### config.mk
export PLATFORM = sky130hd
export DESIGN_NAME = gvs_queue
export DESIGN_NICKNAME = d
export VERILOG_FILES = /design/src/sv/gvs_pkg.sv /design/src/sv/gvs_queue.sv
export SDC_FILE = /design/constraint.sdc
export NUM_CORES = 1
export LEC_CHECK = 0
export ABC_CLOCK_PERIOD_IN_PS = 7200
export BUFFER_PORTS_ARGS = -buffer_cell sky130_fd_sc_hd__clkbuf_2
export CAP_MARGIN = 0
export CELL_PAD_IN_SITES_DETAIL_PLACEMENT = 1
export CELL_PAD_IN_SITES_GLOBAL_PLACEMENT = 1
export CORE_AREA = 8 8 126 152
export DETAILED_ROUTE_END_ITERATION = 6
export DIE_AREA = 0 0 134 160
export PLACE_DENSITY_LB_ADDON = 0.1
export SLEW_MARGIN = 20
export SYNTH_ARGS = -nofsm -noshare
export SYNTH_HDL_FRONTEND = slang
export SYNTH_SLANG_ARGS = --single-unit
### constraint.sdc
create_clock -name clock -period 7.2 [get_ports clock]
set_input_delay 1.08 -clock clock [delete_from_list [all_inputs] [get_ports clock]]
set_output_delay 1.08 -clock clock [all_outputs]
set_load 0.1 [all_outputs]
### src/sv/gvs_pkg.sv
`timescale 1ns / 1ps
// ----------------------------------------------------------------------------
// gvs_pkg
// Shared types and constants of the GARCH(1,1) volatility signal block.
// ----------------------------------------------------------------------------
package gvs_pkg;

   // Widest day count that the item format carries.
   localparam int DAYS_MAX_W = 16;
   localparam int DAYS_IDX_W = 4;

   localparam int CSR_IDX_W  = 3;
   localparam int CSR_DATA_W = 48;

   localparam int Q_DEPTH = 2;
   localparam int Q_PTR_W = 1;
   localparam int Q_CNT_W = 2;

   // Register indexes of the configuration port.
   localparam logic [CSR_IDX_W-1:0] CSR_OMEGA     = 3'd0;
   localparam logic [CSR_IDX_W-1:0] CSR_ALPHA     = 3'd1;
   localparam logic [CSR_IDX_W-1:0] CSR_BETA      = 3'd2;
   localparam logic [CSR_IDX_W-1:0] CSR_LRV       = 3'd3;
   localparam logic [CSR_IDX_W-1:0] CSR_THRESHOLD = 3'd4;
   localparam logic [CSR_IDX_W-1:0] CSR_MIN_DAYS  = 3'd5;
   localparam logic [CSR_IDX_W-1:0] CSR_MAX_DAYS  = 3'd6;

   // Reset values of the registers.
   localparam logic [47:0] OMEGA_RST     = 48'd281475;
   localparam logic [15:0] ALPHA_RST     = 16'd6554;
   localparam logic [15:0] BETA_RST      = 16'd55706;
   localparam logic [47:0] LRV_RST       = 48'd5629500;
   localparam logic [22:0] THRESHOLD_RST = 23'd6554;
   localparam logic [9:0]  MIN_DAYS_RST  = 10'd0;
   localparam logic [9:0]  MAX_DAYS_RST  = 10'd1023;

   localparam logic [63:0] LN2_Q30   = 64'd744261118;
   localparam logic [63:0] VOL_GATE  = 64'd28147497672;
   localparam logic [63:0] POW_CAP   = 64'h8000_0000_0000_0000;
   localparam logic [63:0] PROD_CAP  = 64'h0002_0000_0000_0000;
   localparam logic [63:0] ROOT_CAP  = 64'h0100_0000_0000_0000;
   localparam logic [34:0] DIFF_CAP  = 35'h0_C000_0000;
   localparam logic [23:0] SIG_MAX   = 24'd8388607;
   localparam logic [23:0] SIG_MIN_M = 24'd8388608;
   localparam logic [16:0] UNIT_Q16  = 17'd65536;
   localparam logic [16:0] UNIT_TOL  = 17'd65;

   typedef struct packed {
      logic [47:0] omega;
      logic [15:0] alpha;
      logic [15:0] beta;
      logic [47:0] lrv;
      logic [22:0] threshold;
      logic [9:0]  min_days;
      logic [9:0]  max_days;
   } cfg_type;

   typedef struct packed {
      logic                  kind;
      logic [31:0]           price;
      logic [DAYS_MAX_W-1:0] days;
      logic [15:0]           iv;
   } item_type;

   typedef enum logic [4:0] {
      S_IDLE, S_PRICE, S_LOG, S_LOG_W, S_DIFF, S_DIFF_W, S_SQ, S_SQ_W,
      S_TA, S_TA_W, S_TB, S_TB_W, S_OPT, S_POW_SQ, S_POW_SQ_W, S_POW_MB,
      S_POW_MB_W, S_FV, S_FV_W, S_ANN, S_SQRT, S_QSET, S_DIV, S_RES
   } state_type;

endpackage

### src/sv/gvs_queue.sv
`timescale 1ns / 1ps
// ----------------------------------------------------------------------------
// gvs_queue
// Short item queue between the front and the back.
// ----------------------------------------------------------------------------
module gvs_queue (
   input  logic              clock,
   input  logic              reset,
   input  logic              push,
   input  gvs_pkg::item_type push_item,
   input  logic              pop,
   output gvs_pkg::item_type head_item,
   output logic              full,
   output logic              empty
);
   import gvs_pkg::*;

   item_type             slot_ff [Q_DEPTH];
   logic [Q_PTR_W-1:0]   wr_ptr_ff, wr_ptr_in;
   logic [Q_PTR_W-1:0]   rd_ptr_ff, rd_ptr_in;
   logic [Q_CNT_W-1:0]   count_ff, count_in;

   assign full      = (count_ff == Q_CNT_W'(Q_DEPTH));
   assign empty     = (count_ff == '0);
   assign head_item = slot_ff[rd_ptr_ff];

   always_comb begin
      wr_ptr_in = push ? wr_ptr_ff + 1'b1 : wr_ptr_ff;
      rd_ptr_in = pop ? rd_ptr_ff + 1'b1 : rd_ptr_ff;
      count_in  = count_ff;
      if (push && !pop) begin
         count_in = count_ff + 1'b1;
      end else if (pop && !push) begin
         count_in = count_ff - 1'b1;
      end
   end

   always_ff @(posedge clock) begin
      if (reset) begin
         wr_ptr_ff <= '0;
         rd_ptr_ff <= '0;
         count_ff  <= '0;
      end else begin
         wr_ptr_ff <= wr_ptr_in;
         rd_ptr_ff <= rd_ptr_in;
         count_ff  <= count_in;
      end
   end

   always_ff @(posedge clock) begin
      if (push) begin
         slot_ff[wr_ptr_ff] <= push_item;
      end
   end

endmodule

# --- Yosys cells after proc, flatten, opt, wreduce, memory -nomap -nowiden ---
# Memories as Yosys holds them, arrays and structs flattened. A register that Yosys moved wholly into a read port is not among the register bits.
# Cells that the tools add are included.
totals:
  register_bits: 4
  latchBits: 0
  ram_bits: 130
  mem_bits_ro: 0
  out_inout_bits: 67
  elab_cells: 21
  mem_count: 1
mem_list:
  columns: ["name", "words", "width", "rd", "rd_ports_with_merged_regs", "write_ports", "line_no", "rtl"]
  rows:
  - ["slot_ff", 2, 65, 1, 1, 1, "gvs_queue.sv:18", "item_type slot_ff [Q_DEPTH];"]
classes:
  addsub: 4
  mul: 0
  div_mod_pow: 0
  magnitude_cmp: 0
  eq_ne: 1
  shift: 0
  mux: 6
  bitwise_logic: 0
  n_reduce_logical: 6
op_table:
  columns: ["cell", "count"]
  rows:
  - ["1-bit 2-to-1 mux", 4]
  - ["2-bit 2-to-1 mux", 2]
  - ["1-bit adder (second input constant)", 2]
  - ["2-bit by 1-bit adder with 2-bit output (second input constant)", 1]
  - ["2-bit equality test (second input constant)", 1]
  - ["1-bit logical AND", 2]
  - ["1-bit zero test", 2]
  - ["2-bit zero test", 1]
  - ["2-bit nonzero test", 1]
  - ["2-bit by 1-bit subtractor with 2-bit output (second input constant)", 1]

# --- Depth between registers and ports, before layout ---
logic_depth:
  ltp_word: 4
  mapped_depth: 5
  mapped_depth_nobuf: 5

# --- Worst setup path after synthesis ---
# Ideal clock, no wire load.
synth_timing:
  path_type: "input-to-reg"
  from: "input push"
  to: "memory slot_ff[0][0] (netlist bit) (enable)"
  setup_time_ps: 496
  arrival_time_ps: 3937
  required_time_ps: 6704
  setup_slack_ps: 2767
  path_stages: 1
  path_cell_list: "nor2b_1"
synth_between:
  elab_chain_len: 2
synth_lines:
  columns: ["element", "line_no", "rtl"]
  rows:
  - ["start: declaration", "gvs_queue.sv:9", "input logic push,"]
  - ["1-bit 2-to-1 mux", "gvs_queue.sv:51", "if (push) begin"]
  - ["1-bit 2-to-1 mux (not written as such)", "gvs_queue.sv:52", "slot_ff[wr_ptr_ff] <= push_item;"]
  - ["end: declaration", "gvs_queue.sv:18", null]
# No other way between the ends.

==> summary.txt <==
Critical path
  – WP data required: 6120 ps
  – CP max-delay cell: dfxtp_4
  – Critical path class: reg2out
  – Crit-path max cell delay: 930 ps
  – Delay-heaviest family, CP: flip-flops
  – Critical Path AT: 2210 ps
  – Crit path cell chain: mux2_2 > clkbuf_2
  – Setup crit end kind: output port
  – Reg2Reg Launch Point: wr_ptr_ff
  – CP bufs+invs: 1
  – Top fanout value on the critical path: 65
  – Setup crit start kind: flop

Detailed routing
  – ANT nets after route: 0
  – WL final: 10300 µm
  – Post-Route M1 WL: 3910 µm
  – Residual DRC: 0
  – Met3 wire length: 818 µm
  – DR WL/cell: 17.1 µm
  – DR WL met2: about 5300 µm
  – Via density: 4.23
  – DRT iter0 DRCs: 88
  – Via count: 2540
  – Top Metal Used: met4
  – Drt first pass iters: 4

Pwr
  – LEAKAGE: 2.42 nW
  – Power Total: around 2.3 mW
  – PwrDens: 355 nW/µm²
  – Clock Power Share: about two fifths
  – Sw frac: between 30% and 40%
  – Cell internal pwr: 1.57 mW
  – P_sw: 0.700 mW
  – Sequential group share of total power: 41.5%
  – Max VDD drop: 110 µV
  – Combinational fraction of design power: 20.4%

Cells and area
  – Layout cells sized above 1: 59.5%
  – Post-Layout Cell Count: 601
  – Area growth syn-to-layout: 30.4%
  – Filler cells: 1726
  – Layout Utilization: 38.6%
  – Final Net Count: 442
  – Post-route cell area: 6400 µm²
  – Antenna fix cells: 0

Clock network
  – Number of gates resized after CTS: 0
  – Clk_lat worst skew: 410 ps
  – Num CTS Buffers: 17
  – H-tree depth: 4
  – Clock root cell: clkbuf_16
  – Cts hold-fix bufs: 0
  – CTS tree: yes
  – CTS Sinks: 135
  – CTS clock-pin slew for the worst setup and hold paths: 50 ps
  – CTS max path bufs: 2
  – # Post-CTS Setup Buffers: 0

Synth
  – Area contributors post-synth: edfxtp_1 79%, mux2_2 15%, dfxtp_1 2.0%, buf_6 1.1%, nor2_1 0.38%
  – Post-synth top cells: 130 x edfxtp_1, 65 x mux2_2, 5 x buf_6, 5 x dfxtp_1, 5 x nor2_1
  – Yosys top cell area share: between 70% and 80%
  – Seq/Total Area, Yosys: 81.5%
  – Post-Syn Area per Cell: 21.9 µm²
  – Synth cell types: 17
  – Yosys top cell by area: edfxtp_1
  – Post-synth EDFFs: 130
  – Synth Flop Type: edfxtp_1
  – Gate Count Post-Synth: 224
  – Yosys warnings: 0
  – Post-Syn Area: 4910 µm²
  – FFs w/ async S/R, synth: 0%
  – Synth Net Count: approximately 300
  – Cell with the most instances after synthesis: edfxtp_1
  – #FFs+latches synth: 135

STA
  – Hold Worst Slack: 512 ps
  – Setup TNS: 0 ps
  – Worst-Margin Slew: between 900 and 1000 ps
  – Slew headroom: roughly 38%
  – Final Hold Fails: 0
  – Setup violations, final: 0
  – Final WS setup: 3910 ps
  – Unrepaired setup endpoints after global routing: no
  – Clock Skew: 5.61 ps
  – F_max: a little over 300 MHz
  – Max Slew Vio Count: 0
  – Fin crit period: roughly 3300 ps
  – Period utilization: 45.7%

Min path
  – Hold wc startpoint: count_ff[1]
  – Hold Crit Class: reg2reg

Die
  – Starting Density: 29.6%
  – Core area: roughly 17000 µm²
  – # IOs: 136
  – Chip Height: 160 µm
  – Die area: 21400 µm²
  – Num rows: 52
  – Die X: 134 µm

Placed design
  – DP Wirelength: 6770 µm
  – Inst Count DP: between 500 and 600
  – IO Port Bufs: 135
  – Gp weighted congestion: 0.646
  – Worst slack, placed: 4280 ps
  – Cell Area, Placed: 5810 µm²

Global route
  – Vias in the first global route: 2981
  – First-pass GRT wire length: 16300 µm
  – Largest net degree at the start of global routing: 66
  – Remaining Overflow, GRT: 0
  – All-Layer GR Usage: 10.3%
  – Initial antenna violation count: 0

Status
  – Run status: finished clean

Job
  – Max cap viols: 0
[cell usage in the layout (no fill, tap or decap), drive strengths merged]
cell type    n
xnor2        2
xor2         2
nor2         5
edfxtp     130
inv          1
and2         1
nor2b        1
a21oi        1
bufinv       4
buf          1
and2b        1
or3          1
clkinv       8
clkbuf     155
dfxtp        5
o21ai        1
mux2        65
ha           1
[power groups by stage]
stage          Clock (mW)  Combinational, mW  Sequential, mW
2_1_floorplan           0              0.405           0.944
3_3_place_gp            0              0.469           0.960
3_5_place_dp            0              0.471           0.962
4_1_cts             0.892              0.472           0.946
5_1_grt             0.918              0.483           0.951
6_report            0.867              0.464           0.943
[logic make-up (layout without fill, tap and decap cells)]
family / Yosys count / after routing / share of synthesized area (%)
AOI/OAI and AO/OA: 2 / 2 / 0.204
xor gates and xnor gates: 4 / 4 / 0.713
adders and majority gates: 1 / 1 / 0.255
buffers and inverters: 8 / 169 / 1.48
DFF: 135 / 135 / 81.5
muxes: 65 / 65 / 14.9
and+or+nand+nor: 9 / 9 / 0.943
[worst paths after layout]
check / endpoint / slack [ps] / depth (start not counted)
hold reg to reg: count_ff[1] / 510 / 2
hold / removal: count_ff[1] / 510 / 2
setup / recovery: head_item[14] / 3910 / 2
setup reg to reg: slot_ff[1][48] / 5600 / 1
[cell type report]
class	instances	area (µm²)	area share, %
Clock inverter	12	158	2.46
Multi-Input combinational cell	81	846	13.2
Sequential cell	135	4010	62.6
Tap cell	216	270	4.22
Inverter	1	3.75	0.0586
Timing Repair Buffer	136	683	10.7
Clock buffer	20	437	6.82
[layer usage]
| metal | vias to the layer above | GRT usage [%] |
|---|---|---|
| met3 | 17 | 4.83 |
| met4 | 0 | 4.86 |
| met1 | 1263 | 10.2 |
| li1 | 1177 | - |
| met5 | - | 0 |
| met2 | 83 | 17.7 |
[flip-flops by register name (all words and copies together), names as in the netlist, named ones only]
signal     flops
wr_ptr_ff      1
rd_ptr_ff      1
count_ff       2
slot_ff      130
No activity file was read; power rests on OpenSTA's default activity.
