[config.mk]
export PLATFORM = sky130hd
export DESIGN_NAME = gvs_front
export DESIGN_NICKNAME = d
export VERILOG_FILES = /design/src/sv/gvs_pkg.sv /design/src/sv/gvs_front.sv
export SDC_FILE = /design/constraint.sdc
export NUM_CORES = 1
export LEC_CHECK = 0
export BUFFER_PORTS_ARGS = -buffer_cell sky130_fd_sc_hd__buf_2
export CAP_MARGIN = 15
export CORE_AREA = 2 2 116 118
export DETAILED_ROUTE_END_ITERATION = 16
export DIE_AREA = 0 0 118 120
export GPL_TIMING_DRIVEN = 0
export SLEW_MARGIN = 10
export SYNTH_ARGS = -nofsm -noshare
export SYNTH_HDL_FRONTEND = slang
export SYNTH_SLANG_ARGS = --single-unit
[constraint.sdc]
create_clock -name vclk -period 1.1
set_input_delay 0.055 -clock vclk [all_inputs]
set_output_delay 0.055 -clock vclk [all_outputs]
set_load 0.1 [all_outputs]
[src/sv/gvs_pkg.sv]
`timescale 1ns / 1ps
// ----------------------------------------------------------------------------
// gvs_pkg
// Shared types and constants of the GARCH(1,1) volatility signal block.
// ----------------------------------------------------------------------------
package gvs_pkg;

   // Widest day count that the item format carries.
   localparam int DAYS_MAX_W = 16;
   localparam int DAYS_IDX_W = 4;

   localparam int CSR_IDX_W  = 3;
   localparam int CSR_DATA_W = 48;

   localparam int Q_DEPTH = 2;
   localparam int Q_PTR_W = 1;
   localparam int Q_CNT_W = 2;

   // Register indexes of the configuration port.
   localparam logic [CSR_IDX_W-1:0] CSR_OMEGA     = 3'd0;
   localparam logic [CSR_IDX_W-1:0] CSR_ALPHA     = 3'd1;
   localparam logic [CSR_IDX_W-1:0] CSR_BETA      = 3'd2;
   localparam logic [CSR_IDX_W-1:0] CSR_LRV       = 3'd3;
   localparam logic [CSR_IDX_W-1:0] CSR_THRESHOLD = 3'd4;
   localparam logic [CSR_IDX_W-1:0] CSR_MIN_DAYS  = 3'd5;
   localparam logic [CSR_IDX_W-1:0] CSR_MAX_DAYS  = 3'd6;

   // Reset values of the registers.
   localparam logic [47:0] OMEGA_RST     = 48'd281475;
   localparam logic [15:0] ALPHA_RST     = 16'd6554;
   localparam logic [15:0] BETA_RST      = 16'd55706;
   localparam logic [47:0] LRV_RST       = 48'd5629500;
   localparam logic [22:0] THRESHOLD_RST = 23'd6554;
   localparam logic [9:0]  MIN_DAYS_RST  = 10'd0;
   localparam logic [9:0]  MAX_DAYS_RST  = 10'd1023;

   localparam logic [63:0] LN2_Q30   = 64'd744261118;
   localparam logic [63:0] VOL_GATE  = 64'd28147497672;
   localparam logic [63:0] POW_CAP   = 64'h8000_0000_0000_0000;
   localparam logic [63:0] PROD_CAP  = 64'h0002_0000_0000_0000;
   localparam logic [63:0] ROOT_CAP  = 64'h0100_0000_0000_0000;
   localparam logic [34:0] DIFF_CAP  = 35'h0_C000_0000;
   localparam logic [23:0] SIG_MAX   = 24'd8388607;
   localparam logic [23:0] SIG_MIN_M = 24'd8388608;
   localparam logic [16:0] UNIT_Q16  = 17'd65536;
   localparam logic [16:0] UNIT_TOL  = 17'd65;

   typedef struct packed {
      logic [47:0] omega;
      logic [15:0] alpha;
      logic [15:0] beta;
      logic [47:0] lrv;
      logic [22:0] threshold;
      logic [9:0]  min_days;
      logic [9:0]  max_days;
   } cfg_type;

   typedef struct packed {
      logic                  kind;
      logic [31:0]           price;
      logic [DAYS_MAX_W-1:0] days;
      logic [15:0]           iv;
   } item_type;

   typedef enum logic [4:0] {
      S_IDLE, S_PRICE, S_LOG, S_LOG_W, S_DIFF, S_DIFF_W, S_SQ, S_SQ_W,
      S_TA, S_TA_W, S_TB, S_TB_W, S_OPT, S_POW_SQ, S_POW_SQ_W, S_POW_MB,
      S_POW_MB_W, S_FV, S_FV_W, S_ANN, S_SQRT, S_QSET, S_DIV, S_RES
   } state_type;

endpackage

[src/sv/gvs_front.sv]
`timescale 1ns / 1ps
// ----------------------------------------------------------------------------
// gvs_front
// Accepts items, drops option items outside the day window or without an
// implied volatility, and pushes the rest into the queue.
// ----------------------------------------------------------------------------
module gvs_front #(
   parameter int DAY_BITS = 10
) (
   input  logic                req_valid,
   output logic                req_stall,
   input  logic                req_kind,
   input  logic [31:0]         req_price,
   input  logic [DAY_BITS-1:0] req_days_to_expiry,
   input  logic [15:0]         req_implied_vol,
   input  gvs_pkg::cfg_type    cfg,
   input  logic                q_full,
   output logic                q_push,
   output gvs_pkg::item_type   q_item
);
   import gvs_pkg::*;

   logic [DAYS_MAX_W-1:0] days_ext;
   logic                  opt_ok;

   assign days_ext = DAYS_MAX_W'(req_days_to_expiry);

   // An option is only worth evaluating inside the window and with a quote.
   assign opt_ok = (days_ext >= DAYS_MAX_W'(cfg.min_days)) &&
                   (days_ext <= DAYS_MAX_W'(cfg.max_days)) &&
                   (req_implied_vol != 16'd0);

   assign req_stall = q_full;
   assign q_push    = req_valid && !q_full && (!req_kind || opt_ok);

   always_comb begin
      q_item.kind  = req_kind;
      q_item.price = req_price;
      q_item.days  = days_ext;
      q_item.iv    = req_implied_vol;
   end

endmodule

* Yosys cells after proc, flatten, opt, wreduce, memory -nomap -nowiden *
Index checks and enable logic that the tools add are counted.

storage, ports and cells
  logic and storage cells = 10
  output and inout port bits = 67
  bits in registers = 0

operators by class
  reduce and logical (&&, ||, !) cells = 8
  $lt $le $gt $ge = 2

operators with widths
  operator             count
  $reduce_bool A16 Y1  1
  $ge A10 B10 Y1       1
  $le A10 B10 Y1       1
  $logic_and A1 B1 Y1  4
  $logic_not A1 Y1     2
  $logic_or A1 B1 Y1   1

* Longest topological paths before layout *
Gate-level depths: netlist (run 1).

  depth in word-level cells = 5
  depth in mapped cells = 7

* Worst setup path before layout (run 1) *
Ideal clock, no wire load.

  path kind = input port to output port
  from = input port cfg[7] in the netlist's numbering
  to = output port q_push
  buffers on the path = 0
  arrival time = 1.867 ns
  path slack = -0.822 ns
  stages = 7
  required time = 1.045 ns
  cells stage by stage = inv_1 > ha_1 > nand4_1 > nor2_1 > nand3_1 > a211o_1 > a22oi_2

between the ends
  word-level cells in the longest chain between the ends = 5

ends and longest elaborated chain
  what                 RTL line         RTL
  start: declaration   gvs_front.sv:16  input gvs_pkg::cfg_type cfg,
  $le A10 B10 Y1       gvs_front.sv:30  (days_ext <= DAYS_MAX_W'(cfg.max_days)) &&
  $logic_and A1 B1 Y1  gvs_front.sv:29  assign opt_ok = (days_ext >= DAYS_MAX_W'(cfg.min_days)) &&
  $logic_and A1 B1 Y1  gvs_front.sv:30
  $logic_or A1 B1 Y1   gvs_front.sv:34  assign q_push = req_valid && !q_full && (!req_kind || opt_ok);
  $logic_and A1 B1 Y1  gvs_front.sv:34
  end: declaration     gvs_front.sv:18  output logic q_push,

No other way between the ends.

* Final worst setup path (run 1) *
  from = input port req_days_to_expiry[0]
  to = output port q_push

between the ends
  word-level cells in the longest chain between the ends = 5
  elaborated cells between the ends (all ways) = 6

ends and longest elaborated chain
  what                                              RTL line                          RTL
  start: declaration                                gvs_front.sv:14                   input logic [DAY_BITS-1:0] req_days_to_expiry,
  $ge A10 B10 Y1 or $le A10 B10 Y1 (tied branches)  gvs_front.sv:29, gvs_front.sv:30
  $logic_and A1 B1 Y1 (*)                           gvs_front.sv:29
  $logic_and A1 B1 Y1 (*)                           gvs_front.sv:30
  $logic_or A1 B1 Y1 (*)                            gvs_front.sv:34
  $logic_and A1 B1 Y1 (*)                           gvs_front.sv:34

Every way passes the cells marked *; elsewhere a longest branch is shown, timed or not.

==> results of run 1 <==
-- cells in the mapped netlist (2+ instances only) --
| master | n |
|---|---|
| a211oi_1 | 3 |
| buf_4 | 66 |
| o21ai_0 | 5 |
| inv_1 | 20 |
| nor4_1 | 4 |
| nand4_1 | 4 |
| nor2_1 | 4 |
| ha_1 | 20 |
| a21oi_1 | 4 |
| nor2b_1 | 2 |
-- critical path, stage by stage --
cell	delay [ps]
buf_2	90
inv_2	40
ha_1	280
nand2b_4	140
a21oi_4	140
nor2_2	70
o41ai_4	360
a22oi_2	120
buf_12	180
-- through the flow --
stage          std cells  worst slack (ps)  setup TNS [ps]   util
2_1_floorplan        148              -748            -748      -
3_3_place_gp         434              -905            -905  0.150
3_5_place_dp         434              -937            -937  0.150
4_1_cts              434              -516            -516  0.156
5_1_grt              434              -557            -557  0.159
6_report             437              -446            -446  0.159
-- power by group through the flow --
| stage | clock network (mW) | registers, mW | logic, mW |
|---|---|---|---|
| after floorplan | 0 | 0 | 1.31 |
| after global placement | 0 | 0 | 1.58 |
| after detailed placement | 0 | 0 | 1.58 |
| after CTS | 0 | 0 | 1.64 |
| after global routing | 0 | 0 | 1.73 |
| final | 0.000000365 | 0 | 1.65 |
-- worst max path at each step --
stage / start / end / slack [ps] / cells after the start
floorplan: cfg[9] / q_push / -750 / 7
global placement: req_days_to_expiry[0] / q_push / -910 / 9
detailed placement: req_days_to_expiry[0] / q_push / -940 / 9
CTS: req_days_to_expiry[0] / q_push / -520 / 9
global route: cfg[3] / q_push / -560 / 9
finish: req_days_to_expiry[0] / q_push / -450 / 9
-- logic make-up after synthesis --
group | after synthesis
adder cells (fa/ha/maj) | 20
other | 1
AO/OA/AOI/OAI | 18
AND/OR/NAND/NOR | 18
buffers and inverters | 86
-- cell type report --
class / count / area [µm²]
fill: 1514 / 10900
multi-input combinational: 62 / 628
timing repair buffer: 110 / 616
buffer: 66 / 495
tap: 176 / 220
inverter: 20 / 100
antenna: 3 / 7.51
-- per-layer routing --
layer	wire, µm	vias to the layer above	part of all wire	global-route usage
met3	704	0	0.18	0.0238
met4	0	0	0	0
met2	1600	112	0.41	0.0836
li1	-	638	-	-
met1	1550	475	0.40	0.0591
met5	0	-	0	0
-- timing repair --
action / in CTS / in global routing
pin swaps: 6 / 2
gates resized for setup: 19 / 9
setup endpoints to repair: 1 / 1
==> summary.txt, run 1 <==
Status
  – Status: finished with violations
  – Violated checks: setup timing

Critical path
  – CP required: 1040 ps
  – Worst EP arrival: 1490 ps
  – CP Class: primary input to output pin
  – Crit path max fanout: 2
  – Crit. End Element: output pin
  – Critical path launch point type: primary input

Worst hold path
  – Hold Path End: q_push
  – Worst hold stages: 3
  – Min-Delay Path Class: primary input to output pin
  – Worst min-delay path startpoint: req_kind

Cells and area
  – CLK BUF: 0
  – # nets final: 512
  – FF+latch count: 0
  – Finished Cell Area: 0.00207 mm²
  – Reg area: 0 µm²
  – Area growth syn-to-layout: 98.3%
  – Most common cell after layout, fill and taps aside: buf_2
  – Most frequent cells in the layout: buf_2, buf_4, ha_1
  – Layout cells sized above 1: 0.771

Global route
  – GRT Total Usage: 0.0489
  – Grt ovf: 0
  – First-pass GRT wire length: 5460 µm
  – Initial antenna violation count: 3
  – Vias in the first global route: 1065
  – Largest net degree at the start of global routing: 4

Logic synthesis
  – Register area share after synthesis: 0
  – Cells after Synth: 143
  – Area contributors post-synth: buf_4, ha_1, inv_1
  – Synth top area share: 0.475
  – Largest family of logic cells by synthesized area: buffers and inverters
  – Netlist cell types: 21
  – Area leader, netlist: buf_4
  – Mapped Area: 0.00104 mm²
  – Synth Area in Compound Gates: 0.115
  – Simple-Gate Fraction of Synth Area: 0.0936
  – Synthesized-area fraction occupied by adder cells: 0.240
  – Post-Synth XOR/XNOR Area: 0
  – Avg Cell Area, Syn: 7.29 µm²
  – Post-synthesis mux area share: 0
  – Synth warn: 0

Power
  – Switch share: 0.737
  – Internal power: 434 µW
  – Final total power: 1.65 mW
  – Sequential share of power: 0
  – Clk pwr share: 0
  – Combinational share of power: 1.000
  – Peak supply drop: 0.000243 V
  – Pwr Density: 797 mW/mm²
  – P_sw: 1.21 mW
  – Pleak: 1.11 nW

Clock tree
  – Post-CTS setup buffer count: 0
  – CTS hold repair buffers: 0

Route
  – Routed vias: 1225
  – First-pass iteration count of the detailed router: 2
  – Routed Wire Length: 3850 µm
  – WL/cell: 8.82 µm
  – DRC: 0
  – Drt initial violations: 17
  – Routed vias/inst: 2.80
  – Post-route antenna net violation count: 0

Timing
  – Setup ws final: -446 ps
  – Unrepaired setup endpoints after global routing: yes
  – Hold_ws: 467 ps
  – Final hold vios: 0
  – Fin crit period: 1550 ps
  – Max-slew violations: 0
  – Fin crit share: 1.41
  – # setup viols final: 1
  – FMAX: 647 MHz

Floorplanning
  – Die outline height: 120 µm
  – Ports: 299
  – Core Rows: 42
  – Die footprint: 0.0142 mm²
  – Die width: 118 µm
  – Initial core utilization: 0.0803
  – Core area: 0.0130 mm²

Placement
  – Number of I/O port buffers: 110
  – Area of placed instances: 0.00194 mm²
  – Gpl congestion: 0.713
  – Detailed placer's ending HPWL: 3690 µm

Flow run
  – Number of max-cap violations: 0
(Power assumes the default switching activity.)
==> inputs of run 2 (changes only) <==
--- a/config.mk
+++ b/config.mk
@@ -5,11 +5,12 @@
 export SDC_FILE = /design/constraint.sdc
 export NUM_CORES = 1
 export LEC_CHECK = 0
+export ABC_AREA = 1
 export BUFFER_PORTS_ARGS = -buffer_cell sky130_fd_sc_hd__buf_2
 export CAP_MARGIN = 15
-export CORE_AREA = 2 2 116 118
+export CORE_AREA = 2 2 117 119
 export DETAILED_ROUTE_END_ITERATION = 16
-export DIE_AREA = 0 0 118 120
+export DIE_AREA = 0 0 119 121
 export GPL_TIMING_DRIVEN = 0
 export SLEW_MARGIN = 10
 export SYNTH_ARGS = -nofsm -noshare
==> summary.txt, run 2 <==
Floorplanning
  – Die width: 119 µm (+0.85%)
  – Initial core utilization: 0.0862 (+0.00586)
  – Core Rows: 42 (unchanged)
  – Die outline height: 121 µm (+0.83%)
  – Die footprint: 0.0144 mm² (+1.7%)
  – Ports: 299 (unchanged)
  – Core area: 0.0131 mm² (+0.81%)

Global route
  – Grt ovf: 0 (unchanged)
  – Initial antenna violation count: 3 (unchanged)
  – Vias in the first global route: 1187 (+11%)
  – First-pass GRT wire length: 5680 µm (+4.0%)
  – Largest net degree at the start of global routing: 4 (unchanged)
  – GRT Total Usage: 0.0488 (-0.000108)

Route
  – Routed vias/inst: 2.83 (+1.1%)
  – DRT met1 WL: 1460 µm (-6.1%)
  – Met3 Wirelength: 467 µm (-34%)
  – Post-route antenna net violation count: 0 (unchanged)
  – DRC: 0 (unchanged)
  – WL/cell: 8.09 µm (-8.2%)
  – Drt initial violations: 8 (-9)
  – First-pass iteration count of the detailed router: 2 (unchanged)
  – Routed Wire Length: 3780 µm (-1.9%)
  – Met2 WL: 1840 µm (+15%)
  – Routed vias: 1323 (+8.0%)
  – Top layer in use: met5

Logic synthesis
  – Area leader, netlist: buf_4
  – Count leader, synth: buf_4
  – Cells after Synth: 175 (+22%)
  – Top cells by count, synth: buf_4, inv_1, nand2_1
  – Avg Cell Area, Syn: 6.44 µm² (-12%)
  – Synth warn: 0 (unchanged)
  – Area contributors post-synth: buf_4, ha_1, inv_1
  – Synth top area share: 0.440 (-0.0359)
  – Mapped Area: 0.00113 mm² (+8.2%)
  – Register area share after synthesis: 0 (unchanged)
  – Netlist cell types: 16 (-24%)

Cells and area
  – Most frequent cells in the layout: buf_2, buf_4, nand2_1
  – Area growth syn-to-layout: 104%
  – CLK BUF: 0 (unchanged)
  – Layout cells sized above 1: 0.755 (-0.0161)
  – Finished Cell Area: 0.00230 mm² (+11%)
  – Most common cell after layout, fill and taps aside: buf_2
  – Multi-input gate area: 805 µm² (+28%)
  – # nets final: 544 (+6.3%)
  – Reg area: 0 µm² (unchanged)
  – FF+latch count: 0 (unchanged)
  – Fillers: 1501 (-0.86%)

Power
  – Final total power: 1.73 mW (+4.9%)
  – Clk pwr share: 0 (unchanged)
  – Pleak: 1.24 nW (+12%)
  – Internal power: 473 µW (+9.0%)
  – Combinational share of power: 1.000 (about the same)
  – Switch share: 0.726 (-0.0104)
  – Peak supply drop: 0.000264 V (+8.7%)
  – P_sw: 1.25 mW (+3.4%)
  – Sequential share of power: 0 (unchanged)
  – Pwr Density: 752 mW/mm² (-5.6%)

Placement
  – Number of I/O port buffers: 110 (unchanged)
  – Gpl congestion: 0.711 (-0.27%)
  – Detailed placer's ending HPWL: 3550 µm (-3.8%)
  – Area of placed instances: 0.00205 mm² (+5.6%)

Critical path
  – CP Launch Point: cfg[7]
  – Crit path max fanout: 2 (unchanged)
  – CP Class: primary input to output pin
  – CP required: 1040 ps (about the same)
  – Crit. End Element: output pin
  – Critical path launch point type: primary input
  – Worst EP arrival: 1300 ps (-190 ps)
  – Critical Path End: q_push

Timing
  – Fin crit period: 1360 ps (-189 ps)
  – Tightest Pin Transition: 525 ps
  – Relative slew slack: 0.653
  – Max-slew violations: 0 (unchanged)
  – Setup ws final: -257 ps (+189 ps)
  – Unrepaired setup endpoints after global routing: yes
  – FMAX: 737 MHz (+14%)
  – Final hold vios: 0 (unchanged)
  – # setup viols final: 1 (unchanged)
  – Fin Setup TNS: -257 ps (+189 ps)
  – Fin crit share: 1.23 (-0.172)

Worst hold path
  – Min-Delay Path Class: primary input to output pin

Status
  – Violated checks: setup timing
  – Status: finished with violations

Clock tree
  – Post-CTS setup buffer count: 0 (unchanged)
  – CTS hold repair buffers: 0 (unchanged)

Flow run
  – Number of max-cap violations: 0 (unchanged)
==> run 2: cell types whose count changed after synthesis, sizes merged, moves of 2 or more <==
cell    delta
nor2       +9
inv       +10
nand2     +27
nor2b      -2
o21ai      -5
nor4       -4
a211oi     -3
nand3      +5
==> run 2: how the worst min path moves through the flow <==
| stage | slack (ps) | cells past startpoint | start | endpoint |
|---|---|---|---|---|
| after floorplan | 270 | 1 | req_kind | q_push |
| after global placement | 490 | 2 | req_price[25] | q_item[57] |
| after detailed placement | 490 | 2 | req_price[9] | q_item[41] |
| after CTS | 450 | 3 | req_kind | q_push |
| after global routing | 460 | 3 | req_kind | q_push |
| final | 440 | 3 | req_kind | q_push |
==> run 2: kinds of logic after synthesis <==
| family | Yosys count | share of synthesized area |
|---|---|---|
| fa+ha+maj | 20 | 0.222 |
| other cells | 1 | 0.00333 |
| buf+inv | 96 | 0.539 |
| compound gates | 6 | 0.0322 |
| simple gates | 52 | 0.203 |
==> run 2: worst max-delay path, stage by stage <==
cell and delay (ps):
buf_6 100, inv_4 40, ha_4 200, nand2_2 50
nand2_2 50, a21oi_2 150, nand3_1 90, nand2_1 80
nand3_2 110, a21oi_4 180, buf_12 190
==> run 2: final cells by class <==
cell class / count / area share
antenna: 1 / 0.00109
timing repair buffer: 110 / 0.277
tap: 176 / 0.0959
buffer: 66 / 0.216
inverter: 30 / 0.0599
multi-input combinational: 84 / 0.350
==> run 2: stage by stage <==
| step | utilization | std cells | hold slack, ps | worst slack [ps] |
|---|---|---|---|---|
| after floorplan | - | 180 | 272 | -282 |
| after detailed placement | 0.157 | 466 | 494 | -579 |
| final | 0.176 | 467 | 438 | -257 |
| after global routing | 0.175 | 466 | 460 | -357 |
| after global placement | 0.157 | 466 | 494 | -581 |
| after CTS | 0.172 | 466 | 450 | -252 |
==> run 2: repair_timing <==
item,4_1_cts,5_1_grt
resized for setup,35,15
setup endpoints to repair,1,1
pin swaps,17,9
==> run 2: metal layers <==
layer | GRT usage | vias to the layer above
met5 | 0 | -
met4 | 0 | 2
met3 | 0.0132 | 2
met2 | 0.0909 | 90
met1 | 0.0594 | 534
li1 | - | 695
==> run 2: power by group through the flow <==
stage | Combinational, mW | Clock (mW) | Sequential (mW)
3_3_place_gp | 1.61 | 0 | 0
5_1_grt | 1.83 | 0 | 0
4_1_cts | 1.71 | 0 | 0
3_5_place_dp | 1.62 | 0 | 0
2_1_floorplan | 1.35 | 0 | 0
6_report | 1.73 | 0.000000121 | 0
